==> src/hhlc_pkg.sv <==
// shared constants and types for the http header line checker
`default_nettype none

package hhlc_pkg;

   // default width of the name and value length counters
   localparam int unsigned LEN_WIDTH_DEFAULT = 16;

   // width of the limit registers
   localparam int unsigned LIMIT_WIDTH = 16;

   // configuration register indexes (byte address is 4 * index)
   typedef enum logic [1:0] {
      REG_NAME_LIMIT_ON  = 2'd0,
      REG_NAME_LIMIT     = 2'd1,
      REG_VALUE_LIMIT_ON = 2'd2,
      REG_VALUE_LIMIT    = 2'd3
   } reg_index_type;

   // line status reported on the final word
   typedef enum logic [2:0] {
      ST_OK         = 3'd0,
      ST_NO_SEP     = 3'd1,
      ST_NAME_LONG  = 3'd2,
      ST_VALUE_LONG = 3'd3,
      ST_NAME_BAD   = 3'd4,
      ST_VALUE_BAD  = 3'd5
   } status_type;

   // characters of interest
   localparam logic [7:0] CH_COLON     = 8'h3A;
   localparam logic [7:0] CH_SPACE     = 8'h20;
   localparam logic [7:0] CH_DASH      = 8'h2D;
   localparam logic [7:0] CH_DEL       = 8'h7F;
   localparam logic [7:0] CH_UPPER_A   = 8'h41;
   localparam logic [7:0] CH_UPPER_Z   = 8'h5A;
   localparam logic [7:0] CH_LOWER_A   = 8'h61;
   localparam logic [7:0] CH_LOWER_Z   = 8'h7A;
   localparam logic [7:0] CH_DIGIT_0   = 8'h30;
   localparam logic [7:0] CH_DIGIT_9   = 8'h39;
   localparam logic [7:0] CASE_OFFSET  = 8'h20;

endpackage

`default_nettype wire

==> src/http_header_line_checker_unit.sv <==
// top level of the http header line checker: byte parser, output skid and csr port
//
// usage
//  - req channel carries one byte of a header line per word; req_tlast marks the
//    final byte of the line
//  - rsp channel returns one word per input word: the byte (lowercased while in the
//    header name), rsp_tuser set for bytes after the ": " separator, rsp_tlast on the
//    final byte, and a status in rsp_tdata[10:8] on that final word (zero elsewhere)
//  - status: ok, no separator, name long, value long, bad name, bad value, first
//    matching check wins
//  - csr port: name_limit_on at 0x0, name_limit at 0x4, value_limit_on at 0x8,
//    value_limit at 0xc; write only while no line is in flight
// timing
//  - each result is registered in the output register before rsp_tvalid rises
//  - one word per cycle while the receiver keeps up; the parse state is a few flops
//    updated once per accepted word, with a single compare per limit on the final byte
// reset and stall
//  - reset drops both valids, clears the parse state and loads the register defaults
//  - when the receiver stalls, an output register plus one skid entry hold results;
//    req_tready drops only once the skid entry is occupied
`default_nettype none

module http_header_line_checker_unit #(
   parameter int unsigned LEN_WIDTH = hhlc_pkg::LEN_WIDTH_DEFAULT
) (
   input  wire logic        clock,
   input  wire logic        reset,

   input  wire logic        req_tvalid,
   output logic             req_tready,
   input  wire logic [7:0]  req_tdata,   // [7:0] in_byte
   input  wire logic        req_tlast,   // line_end

   output logic             rsp_tvalid,
   input  wire logic        rsp_tready,
   output logic [15:0]      rsp_tdata,   // [7:0] out_byte, [10:8] status, rest zero
   output logic             rsp_tlast,   // done_res
   output logic             rsp_tuser,   // in_value

   input  wire logic        csr_psel,
   input  wire logic        csr_penable,
   input  wire logic        csr_pwrite,
   input  wire logic [3:0]  csr_paddr,
   input  wire logic [31:0] csr_pwdata,
   output logic [31:0]      csr_prdata,
   output logic             csr_pready
);

   localparam int unsigned LW    = hhlc_pkg::LIMIT_WIDTH;
   localparam int unsigned CMP_W = (LEN_WIDTH > LW) ? LEN_WIDTH : LW;
   localparam logic [LEN_WIDTH-1:0] CNT_MAX = {LEN_WIDTH{1'b1}};

   // parse phase
   typedef enum logic [1:0] {
      PH_NAME  = 2'd0,
      PH_COLON = 2'd1,
      PH_VALUE = 2'd2,
      PH_SPARE = 2'd3
   } phase_type;

   // one result word
   typedef struct packed {
      logic [7:0]           out_byte;
      logic                 in_value;
      logic                 done_res;
      hhlc_pkg::status_type status;
   } result_type;

   // configuration registers
   logic          name_limit_on_ff;
   logic [LW-1:0] name_limit_ff;
   logic          value_limit_on_ff;
   logic [LW-1:0] value_limit_ff;

   // parse state
   phase_type              phase_ff,       phase_in;
   logic [LEN_WIDTH-1:0]   name_count_ff,  name_count_in;
   logic [LEN_WIDTH-1:0]   value_count_ff, value_count_in;
   logic                   name_bad_ff,    name_bad_in;
   logic                   value_bad_ff,   value_bad_in;

   // output register and skid entry
   logic       out_valid_ff;
   result_type out_data_ff;
   logic       skid_valid_ff;
   result_type skid_data_ff;

   result_type res_in;
   logic       accept;
   logic       pop;
   logic       csr_write;

   // saturating increment of a length counter
   function automatic logic [LEN_WIDTH-1:0] sat_inc(input logic [LEN_WIDTH-1:0] c);
      sat_inc = (c == CNT_MAX) ? c : c + 1'b1;
   endfunction

   // letters, digits and dash are legal in a header name
   function automatic logic name_char_ok(input logic [7:0] b);
      name_char_ok = ((b >= hhlc_pkg::CH_UPPER_A) && (b <= hhlc_pkg::CH_UPPER_Z)) ||
                     ((b >= hhlc_pkg::CH_LOWER_A) && (b <= hhlc_pkg::CH_LOWER_Z)) ||
                     ((b >= hhlc_pkg::CH_DIGIT_0) && (b <= hhlc_pkg::CH_DIGIT_9)) ||
                     (b == hhlc_pkg::CH_DASH);
   endfunction

   assign accept     = req_tvalid && req_tready;
   assign pop        = rsp_tvalid && rsp_tready;
   assign req_tready = !skid_valid_ff;

   // ---------------------------------------------------------------- parse step
   always_comb begin
      logic [7:0]           b;
      logic                 is_upper;
      logic [LEN_WIDTH-1:0] name_base;
      logic                 bad_base;
      hhlc_pkg::status_type st;

      b        = req_tdata;
      is_upper = (b >= hhlc_pkg::CH_UPPER_A) && (b <= hhlc_pkg::CH_UPPER_Z);

      phase_in       = phase_ff;
      name_count_in  = name_count_ff;
      value_count_in = value_count_ff;
      name_bad_in    = name_bad_ff;
      value_bad_in   = value_bad_ff;
      name_base      = name_count_ff;
      bad_base       = name_bad_ff;

      res_in.out_byte = b;
      res_in.in_value = 1'b0;
      res_in.done_res = req_tlast;

      if (phase_ff == PH_VALUE) begin
         res_in.in_value = 1'b1;
         value_count_in  = sat_inc(value_count_ff);
         if ((b < hhlc_pkg::CH_SPACE) || (b >= hhlc_pkg::CH_DEL)) begin
            value_bad_in = 1'b1;
         end
      end else begin
         if (is_upper) begin
            res_in.out_byte = b + hhlc_pkg::CASE_OFFSET;
         end
         if ((phase_ff == PH_COLON) && (b == hhlc_pkg::CH_SPACE)) begin
            phase_in = PH_VALUE;
         end else begin
            // a pending colon without a space joins the name and spoils it
            if (phase_ff == PH_COLON) begin
               name_base = sat_inc(name_count_ff);
               bad_base  = 1'b1;
            end
            name_count_in = name_base;
            name_bad_in   = bad_base;
            if (b == hhlc_pkg::CH_COLON) begin
               phase_in = PH_COLON;
            end else begin
               phase_in      = PH_NAME;
               name_count_in = sat_inc(name_base);
               if (!name_char_ok(b)) begin
                  name_bad_in = 1'b1;
               end
            end
         end
      end

      // final status, priority order
      if (phase_in != PH_VALUE) begin
         st = hhlc_pkg::ST_NO_SEP;
      end else if (name_limit_on_ff &&
                   (CMP_W'(name_count_in) > CMP_W'(name_limit_ff))) begin
         st = hhlc_pkg::ST_NAME_LONG;
      end else if (value_limit_on_ff &&
                   (CMP_W'(value_count_in) > CMP_W'(value_limit_ff))) begin
         st = hhlc_pkg::ST_VALUE_LONG;
      end else if ((name_count_in == '0) || name_bad_in) begin
         st = hhlc_pkg::ST_NAME_BAD;
      end else if (value_bad_in) begin
         st = hhlc_pkg::ST_VALUE_BAD;
      end else begin
         st = hhlc_pkg::ST_OK;
      end
      res_in.status = req_tlast ? st : hhlc_pkg::ST_OK;
   end

   // parse state registers; a finished line starts over
   always_ff @(posedge clock) begin
      if (reset) begin
         phase_ff       <= PH_NAME;
         name_count_ff  <= '0;
         value_count_ff <= '0;
         name_bad_ff    <= 1'b0;
         value_bad_ff   <= 1'b0;
      end else if (accept) begin
         if (req_tlast) begin
            phase_ff       <= PH_NAME;
            name_count_ff  <= '0;
            value_count_ff <= '0;
            name_bad_ff    <= 1'b0;
            value_bad_ff   <= 1'b0;
         end else begin
            phase_ff       <= phase_in;
            name_count_ff  <= name_count_in;
            value_count_ff <= value_count_in;
            name_bad_ff    <= name_bad_in;
            value_bad_ff   <= value_bad_in;
         end
      end
   end

   // ---------------------------------------------------------------- output skid
   always_ff @(posedge clock) begin
      if (reset) begin
         out_valid_ff  <= 1'b0;
         skid_valid_ff <= 1'b0;
      end else if (skid_valid_ff) begin
         // input is blocked; drain the skid entry into the output register
         if (pop) begin
            out_data_ff   <= skid_data_ff;
            skid_valid_ff <= 1'b0;
         end
      end else if (accept) begin
         if (!out_valid_ff || pop) begin
            out_data_ff  <= res_in;
            out_valid_ff <= 1'b1;
         end else begin
            skid_data_ff  <= res_in;
            skid_valid_ff <= 1'b1;
         end
      end else if (pop) begin
         out_valid_ff <= 1'b0;
      end
   end

   assign rsp_tvalid = out_valid_ff;
   assign rsp_tdata  = {5'd0, out_data_ff.status, out_data_ff.out_byte};
   assign rsp_tlast  = out_data_ff.done_res;
   assign rsp_tuser  = out_data_ff.in_value;

   // ---------------------------------------------------------------- csr port
   assign csr_pready = 1'b1;
   assign csr_write  = csr_psel && csr_penable && csr_pwrite && csr_pready;

   always_ff @(posedge clock) begin
      if (reset) begin
         name_limit_on_ff  <= 1'b0;
         name_limit_ff     <= '1;
         value_limit_on_ff <= 1'b0;
         value_limit_ff    <= '1;
      end else if (csr_write) begin
         case (hhlc_pkg::reg_index_type'(csr_paddr[3:2]))
            hhlc_pkg::REG_NAME_LIMIT_ON:  name_limit_on_ff  <= csr_pwdata[0];
            hhlc_pkg::REG_NAME_LIMIT:     name_limit_ff     <= csr_pwdata[LW-1:0];
            hhlc_pkg::REG_VALUE_LIMIT_ON: value_limit_on_ff <= csr_pwdata[0];
            hhlc_pkg::REG_VALUE_LIMIT:    value_limit_ff    <= csr_pwdata[LW-1:0];
            default: ;
         endcase
      end
   end

   // register readback
   always_comb begin
      case (hhlc_pkg::reg_index_type'(csr_paddr[3:2]))
         hhlc_pkg::REG_NAME_LIMIT_ON:  csr_prdata = {31'd0, name_limit_on_ff};
         hhlc_pkg::REG_NAME_LIMIT:     csr_prdata = 32'(name_limit_ff);
         hhlc_pkg::REG_VALUE_LIMIT_ON: csr_prdata = {31'd0, value_limit_on_ff};
         hhlc_pkg::REG_VALUE_LIMIT:    csr_prdata = 32'(value_limit_ff);
         default:                      csr_prdata = 32'd0;
      endcase
   end

endmodule

`default_nettype wire
==> config.mk <==
export PLATFORM = sky130hd
export DESIGN_NAME = http_header_line_checker_unit
export DESIGN_NICKNAME = d
export VERILOG_FILES = /design/src/hhlc_pkg.sv /design/src/http_header_line_checker_unit.sv
export SDC_FILE = /design/constraint.sdc
export NUM_CORES = 1
export LEC_CHECK = 0
export ABC_AREA = 1
export BUFFER_PORTS_ARGS = -buffer_cell sky130_fd_sc_hd__clkbuf_2
export CAP_MARGIN = 20
export CORE_ASPECT_RATIO = 0.6
export CORE_UTILIZATION = 53
export DETAILED_ROUTE_END_ITERATION = 12
export HOLD_SLACK_MARGIN = 0.15
export PLACE_DENSITY = 0.88
export SYNTH_ARGS = -nofsm -noshare
export SYNTH_HDL_FRONTEND = slang
export SYNTH_SLANG_ARGS = --single-unit
==> constraint.sdc <==
create_clock -name clock -period 3.96 [get_ports clock]
set_input_delay 0.396 -clock clock [delete_from_list [all_inputs] [get_ports clock]]
set_output_delay 0.396 -clock clock [all_outputs]
set_load 0.05 [all_outputs]
==> impl_metrics.py, run 1 <==
metrics = {
    "run": {
        "max_cap_violations": 0,
    },
    "final_layout": {
        "antenna_cells": 0,
        "final_cell_area_um2": 9270,
        "final_cell_mix": "310 x nand2_1, 113 x inv_1, 104 x buf_4",
        "fillers": 900,
        "layout_commonest_cell": "nand2_1",
        "syn_to_final_growth_pct": 30.7,
        "nNetsFinal": 1298,
        "utilization_pct": 71.7,
        "drive_above_1_share_pct": 30.0,
    },
    "place": {
        "place_ws_ps": -396,
        "placed_area_um2": 8100,
        "hpwl_um": 15100,
        "place.gp.congestion": 0.983,
        "port_buffers": 64,
    },
    "routing": {
        "antenna_left": 0,
        "drt-pass1-iter-count": 9,
        "vias": 8228,
        "avgViaCountPerCell": 5.95,
        "wire_per_inst_um": 18.2,
        "routed_wl_um": 25100,
        "initialDrtViolationCount": 1126,
        "drc": 0,
    },
    "synth": {
        "ys_ff_latch": 98,
        "avgSynthCellArea_um2": 6.72,
        "ys_seq_area_share_pct": 31.3,
        "yosys_most_used_dff": "dfxtp_1",
        "ys_warn_count": 0,
        "synth-edff-count": 26,
        "yosysUniqueCellTypes": 51,
        "netlist_instances": 1056,
        "async_flop_share_pct": 0,
        "netlist_area_um2": 7100,
    },
    "clock_network": {
        "clk-insertion-delay-late_ps": 360,
        "holdBufCountCts": 0,
        "cts_buffer_depth": 2,
        "cts_tree": "built",
        "clkTransAtPathRegs_ps": 70,
        "cts_root_buf": "clkbuf_16",
        "cts_buffers": 9,
        "clock-sinks": 98,
        "htree_levels": 3,
    },
    "floorplan": {
        "io_pins": 105,
        "dieHeight_um": 91.6,
        "die_w_um": 151,
        "die_area_um2": 13900,
        "start_util_pct": 54.9,
        "core-area_um2": 12900,
        "rows": 32,
    },
    "critical_path": {
        "cpMostUsedCell": "nand2_1",
        "path_max_fanout": 5,
        "arrival_ps": 4440,
        "crit_required_ps": 4170,
        "ff2ff_path_depth": 32,
        "cp_slowest_stage_delay_ps": 380,
        "path_class": "flop to flop",
        "slowest_stage": "dfxtp_4",
        "cp-end-kind": "flop",
        "startpoint_type": "flop",
    },
    "global_route": {
        "overflow": 0,
        "antenna_found_initial": 0,
        "grt_first_pass_wirelength_um": 35100,
        "grt_max_degree": 41,
        "grt_pass1_vias": 7127,
        "grt_usage_pct": 32.2,
    },
    "power_and_ir_drop": {
        "cellPowerDensity_nw_per_um2": 255,
        "leakagePower_uw": 0.00438,
        "irDropWorstVdd_mv": 0.186,
    },
    "timing": {
        "grt_setup_unrepaired": "true",
        "max_freq_mhz": 237,
        "setup_ws_ps": -267,
        "fin_skew_ps": 9.84,
        "slew_viol_final": 0,
        "hold_viol": 0,
        "worstMarginPinSlew_ps": 774,
        "max_slew_margin_pct": 48.3,
        "period_share_pct": 107,
        "period_needed_ps": 4230,
        "whs_ps": 274,
        "fin_tns_setup_ps": -1210,
        "setup_violations": 6,
    },
    "outcome": {
        "status": "complete, but fails checks",
        "violations": "setup timing",
    },
    "hold_path": {
        "holdCritPathClass": "input pin to flop",
        "hold_depth": 3,
    },
}
[sequential cells by signal, indices dropped and copies added (netlist names)]
signal / cells
skid_valid_ff: 1
skid_data_ff: 13
value_limit_on_ff: 1
rsp_tlast: 1
value_count_ff: 16
name_count_ff: 16
rsp_tvalid: 1
value_limit_ff: 16
name_limit_on_ff: 1
rsp_tdata: 11
phase_ff: 2
name_bad_ff: 1
name_limit_ff: 16
rsp_tuser: 1
value_bad_ff: 1
[worst max-delay path, delay by kind of cell, from the launching register on]
kind,cells,cell delay (ps)
adders and majority gates,2,450
DFF,1,380
AOI/OAI and AO/OA,2,340
and+or+nand+nor,20,2000
buffers and inverters,8,900
[cell type report]
class                      count  area [µm²]  share of cell area, %
inverter                     137         519                   5.60
clock inverter                 4        56.3                  0.607
clock buffer                  12         258                   2.78
tap                          170         213                   2.29
sequential                    98        2230                   24.1
multi-input combinational    786        4770                   51.5
timing repair buffer         177        1220                   13.2
[synthesized netlist by cell type (2+ instances only)]
cell         n  area (µm²)
o2111ai_1    2        17.5
a21oi_1     57         285
nand2_1    341        1280
buf_4       24         180
ha_1        37         463
edfxtp_1    26         781
xor2_1      14         123
or2_2        2        12.5
clkinv_1     4        15.0
nand3_2     11         110
a211oi_1     4        30.0
conb_1       2        7.51
o211ai_1    30         225
nor2_2      10        62.6
buf_2        4        20.0
o22ai_1     15        93.8
o21ai_0     24         120
dfxtp_1     72        1440
nor2_4       4        45.0
xnor2_1      3        26.3
inv_1      126         473
o21ai_2      2        17.5
nand2_2     19         119
clkbuf_1    28         105
nand2_4      4        45.0
nand3b_1     2        15.0
nor3_1      14        70.1
nor2_1      63         236
nor4_1       3        18.8
nand4_1     14        87.6
o21ai_1      2        10.0
inv_2        7        26.3
nand3_1     67         335
o221ai_1     2        17.5
[repair_timing]
item | 4_1_cts | 5_1_grt
pin swaps | 26 | 41
buffers inserted | 7 | 11
gates resized for setup | 58 | 95
setup endpoints to repair | 6 | 6
gates cloned | 2 | 0
[metal layers]
layer  wire [µm]  GRT usage, %
met1        9900          45.1
met2       11300          50.3
met3        2900          6.47
met4        1070          8.25
met5           0             0
[power by group]
| part | switching [µW] | total [µW] | internal, µW | leakage [µW] |
|---|---|---|---|---|
| Combinational | 267 | 345 | 77.3 | 0.00340 |
| Sequential | 9.76 | 1060 | 1050 | 0.000827 |
| Clock | 430 | 967 | 537 | 0.000153 |
[per-stage QoR]
stage	total power [µW]	instances
after floorplan	1320	1076
after global placement	1380	1345
after detailed placement	1390	1345
after CTS	2320	1370
after global routing	2420	1384
final	2370	1384
[cells by family (layout without fill, tap and decap cells)]
kind of cell | Yosys count | after routing | synth area share (%)
AO/OA/AOI/OAI | 148 | 148 | 12.7
XOR/XNOR | 17 | 17 | 2.10
other | 2 | 22 | 0.106
AND/OR/NAND/NOR | 560 | 562 | 35.6
buffers and inverters | 194 | 330 | 11.7
adder cells (fa/ha/maj) | 37 | 37 | 6.52
flip-flops | 98 | 98 | 31.3
[path summary, 6_finish.rpt]
kind                     startpoint                end  slack (ps)
setup / recovery   name_count_ff[0]      rsp_tdata[10]        -270
hold / removal       csr_pwdata[11]  name_limit_ff[11]         270
setup reg to reg   name_count_ff[0]      rsp_tdata[10]        -270
hold reg to reg   value_count_ff[5]  value_count_ff[5]         490
Power figures use the tool's default switching activity.
==> inputs of run 2 (changes only) <==
- CORE_UTILIZATION: 53 -> 58
- MAX_ROUTING_LAYER: default -> met4
- PLACE_DENSITY: 0.88 -> 0.91
- clock period: 3.96 -> 4 ns (I/O delays scaled with it)
==> impl_metrics.py, run 2 (synthesized netlist as in run 1, its figures left out) <==
metrics = {
    "outcome": {
        "status": "complete, but fails checks",
        "violations": "setup timing",
    },
    "power_and_ir_drop": {
        "cellPowerDensity_nw_per_um2": 247,
        "total_power_uw": 2220,
        "leakagePower_uw": 0.00426,
        "irDropWorstVdd_mv": 0.304,
    },
    "place": {
        "hpwl_um": 14900,
        "port_buffers": 64,
        "place.gp.congestion": 0.988,
    },
    "critical_path": {
        "ff2ff_path_depth": 27,
        "worstReg2RegEnd": "rsp_tdata[9]",
        "rrSetupSlack_ps": -350,
        "arrival_ps": 4460,
        "path_max_fanout": 6,
        "startpoint_type": "flop",
        "cpLargestDelayFamily": "simple AND/OR/NAND/NOR gates",
        "path_class": "flop to flop",
        "r2r-start": "name_count_ff[0]",
        "cp_num_buf_inv": 3,
        "cp-end-kind": "flop",
        "crit_required_ps": 4110,
        "cp_slowest_stage_delay_ps": 360,
        "slowest_stage": "dfxtp_2",
        "cpMostUsedCell": "nand2_1",
    },
    "final_layout": {
        "fillers": 737,
        "final_cell_mix": "323 x nand2_1, 117 x inv_1, 94 x buf_4",
        "antenna_cells": 0,
        "multi_input_area_um2": 4600,
        "layout_commonest_cell": "nand2_1",
        "nNetsFinal": 1288,
        "syn_to_final_growth_pct": 26.3,
        "drive_above_1_share_pct": 26.4,
        "seq_area_um2": 2230,
    },
    "routing": {
        "routed_wl_um": 25500,
        "avgViaCountPerCell": 6.09,
        "drt-pass1-iter-count": 6,
        "wire_per_inst_um": 18.7,
        "antenna_left": 0,
        "vias": 8303,
        "initialDrtViolationCount": 1276,
        "drc": 0,
    },
    "hold_path": {
        "hold_depth": 3,
        "holdCritPathClass": "input pin to flop",
        "holdCritStartpoint": "csr_pwdata[14]",
        "hold_end": "value_limit_ff[14]",
    },
    "global_route": {
        "grt_pass1_vias": 6951,
        "overflow": 0,
        "antenna_found_initial": 0,
        "grt_first_pass_wirelength_um": 34100,
        "grt_max_degree": 37,
        "grt_usage_pct": 35.7,
    },
    "clock_network": {
        "cts_tree": "built",
        "htree_levels": 3,
        "cts_buffer_depth": 2,
        "cts_root_buf": "clkbuf_16",
        "clkTransAtPathRegs_ps": 70,
        "cts_buffers": 9,
        "holdBufCountCts": 0,
        "clk-insertion-delay-late_ps": 350,
        "clock-sinks": 98,
    },
    "floorplan": {
        "core-area_um2": 11600,
        "die_area_um2": 12700,
        "die_w_um": 145,
        "io_pins": 105,
        "rows": 30,
        "dieHeight_um": 87.7,
        "start_util_pct": 61.2,
    },
    "timing": {
        "setup_ws_ps": -350,
        "setup_violations": 6,
        "period_share_pct": 109,
        "period_needed_ps": 4350,
        "grt_setup_unrepaired": "true",
        "max_freq_mhz": 230,
        "hold_viol": 0,
        "whs_ps": 283,
        "slew_viol_final": 0,
        "fin_skew_ps": 11.5,
        "max_slew_margin_pct": 49.2,
        "worstMarginPinSlew_ps": 761,
    },
    "run": {
        "max_cap_violations": 0,
    },
}
-- run 2: cell types whose count changed in the layout (fill, tap and decap cells not counted), sizes merged --
cell / delta
buf: -10
bufinv: -1
clkbuf: -1
clkinv: +2
clkinvlp: +2
inv: -2
-- run 2: worst max-delay path by stage --
stage,start,cells after the start,to
floorplan,name_count_ff[1],27,rsp_tdata[9]
global placement,name_count_ff[0],28,rsp_tdata[9]
detailed placement,name_count_ff[1],28,rsp_tdata[9]
CTS,name_count_ff[1],32,rsp_tdata[10]
global route,name_count_ff[0],28,rsp_tdata[10]
finish,name_count_ff[0],27,rsp_tdata[9]
-- run 2: stage by stage --
stage / cells / area (µm²) / utilization [%] / worst slack, ps / TNS, ps
floorplan: 1076 / 7170 / - / 192 / 0
global placement: 1321 / 7970 / 68.7 / -172 / -611
detailed placement: 1321 / 7970 / 68.7 / -296 / -1330
CTS: 1355 / 8490 / 73.2 / 6.35 / 0
global route: 1364 / 8960 / 77.2 / -400 / -2000
finish: 1364 / 8960 / 77.2 / -350 / -1740
-- run 2: layout make-up --
class	count	share of cell area, %
clock buffers	11	2.60
clock inverters	5	0.433
inverters	137	5.77
multi-input cells	786	51.3
flip-flops and latches	98	24.9
well taps	160	2.23
repair buffers	167	12.8
-- run 2: report_power, final --
group	internal (µW)	switching [µW]	leakage, µW
clock	427	400	0.000127
sequential	1040	9.98	0.000827
combinational	75.5	268	0.00331
-- run 2: worst reg2reg max path: cells and delay by family, from the launching register on --
kind / cells / cell delay [ps]
compound gates: 5 / 1110
fa+ha+maj: 2 / 460
buf+inv: 3 / 310
flops: 1 / 360
simple gates: 17 / 1890
-- run 2: layer usage --
| layer | up-vias | GRT usage, % | part of all wire (%) |
|---|---|---|---|
| li1 | 3689 | - | - |
| met1 | 3747 | 46.9 | 38 |
| met2 | 697 | 54.2 | 43 |
| met3 | 170 | 8.37 | 13 |
| met4 | 0 | 11.5 | 5.6 |
| met5 | - | - | 0 |
-- run 2: timing repair --
item                                    CTS  global route
setup buffers                            16             5
gates cloned                              2             0
gates resized for setup                  25            77
pin swaps                                13            29
endpoints found under the setup margin    6             6
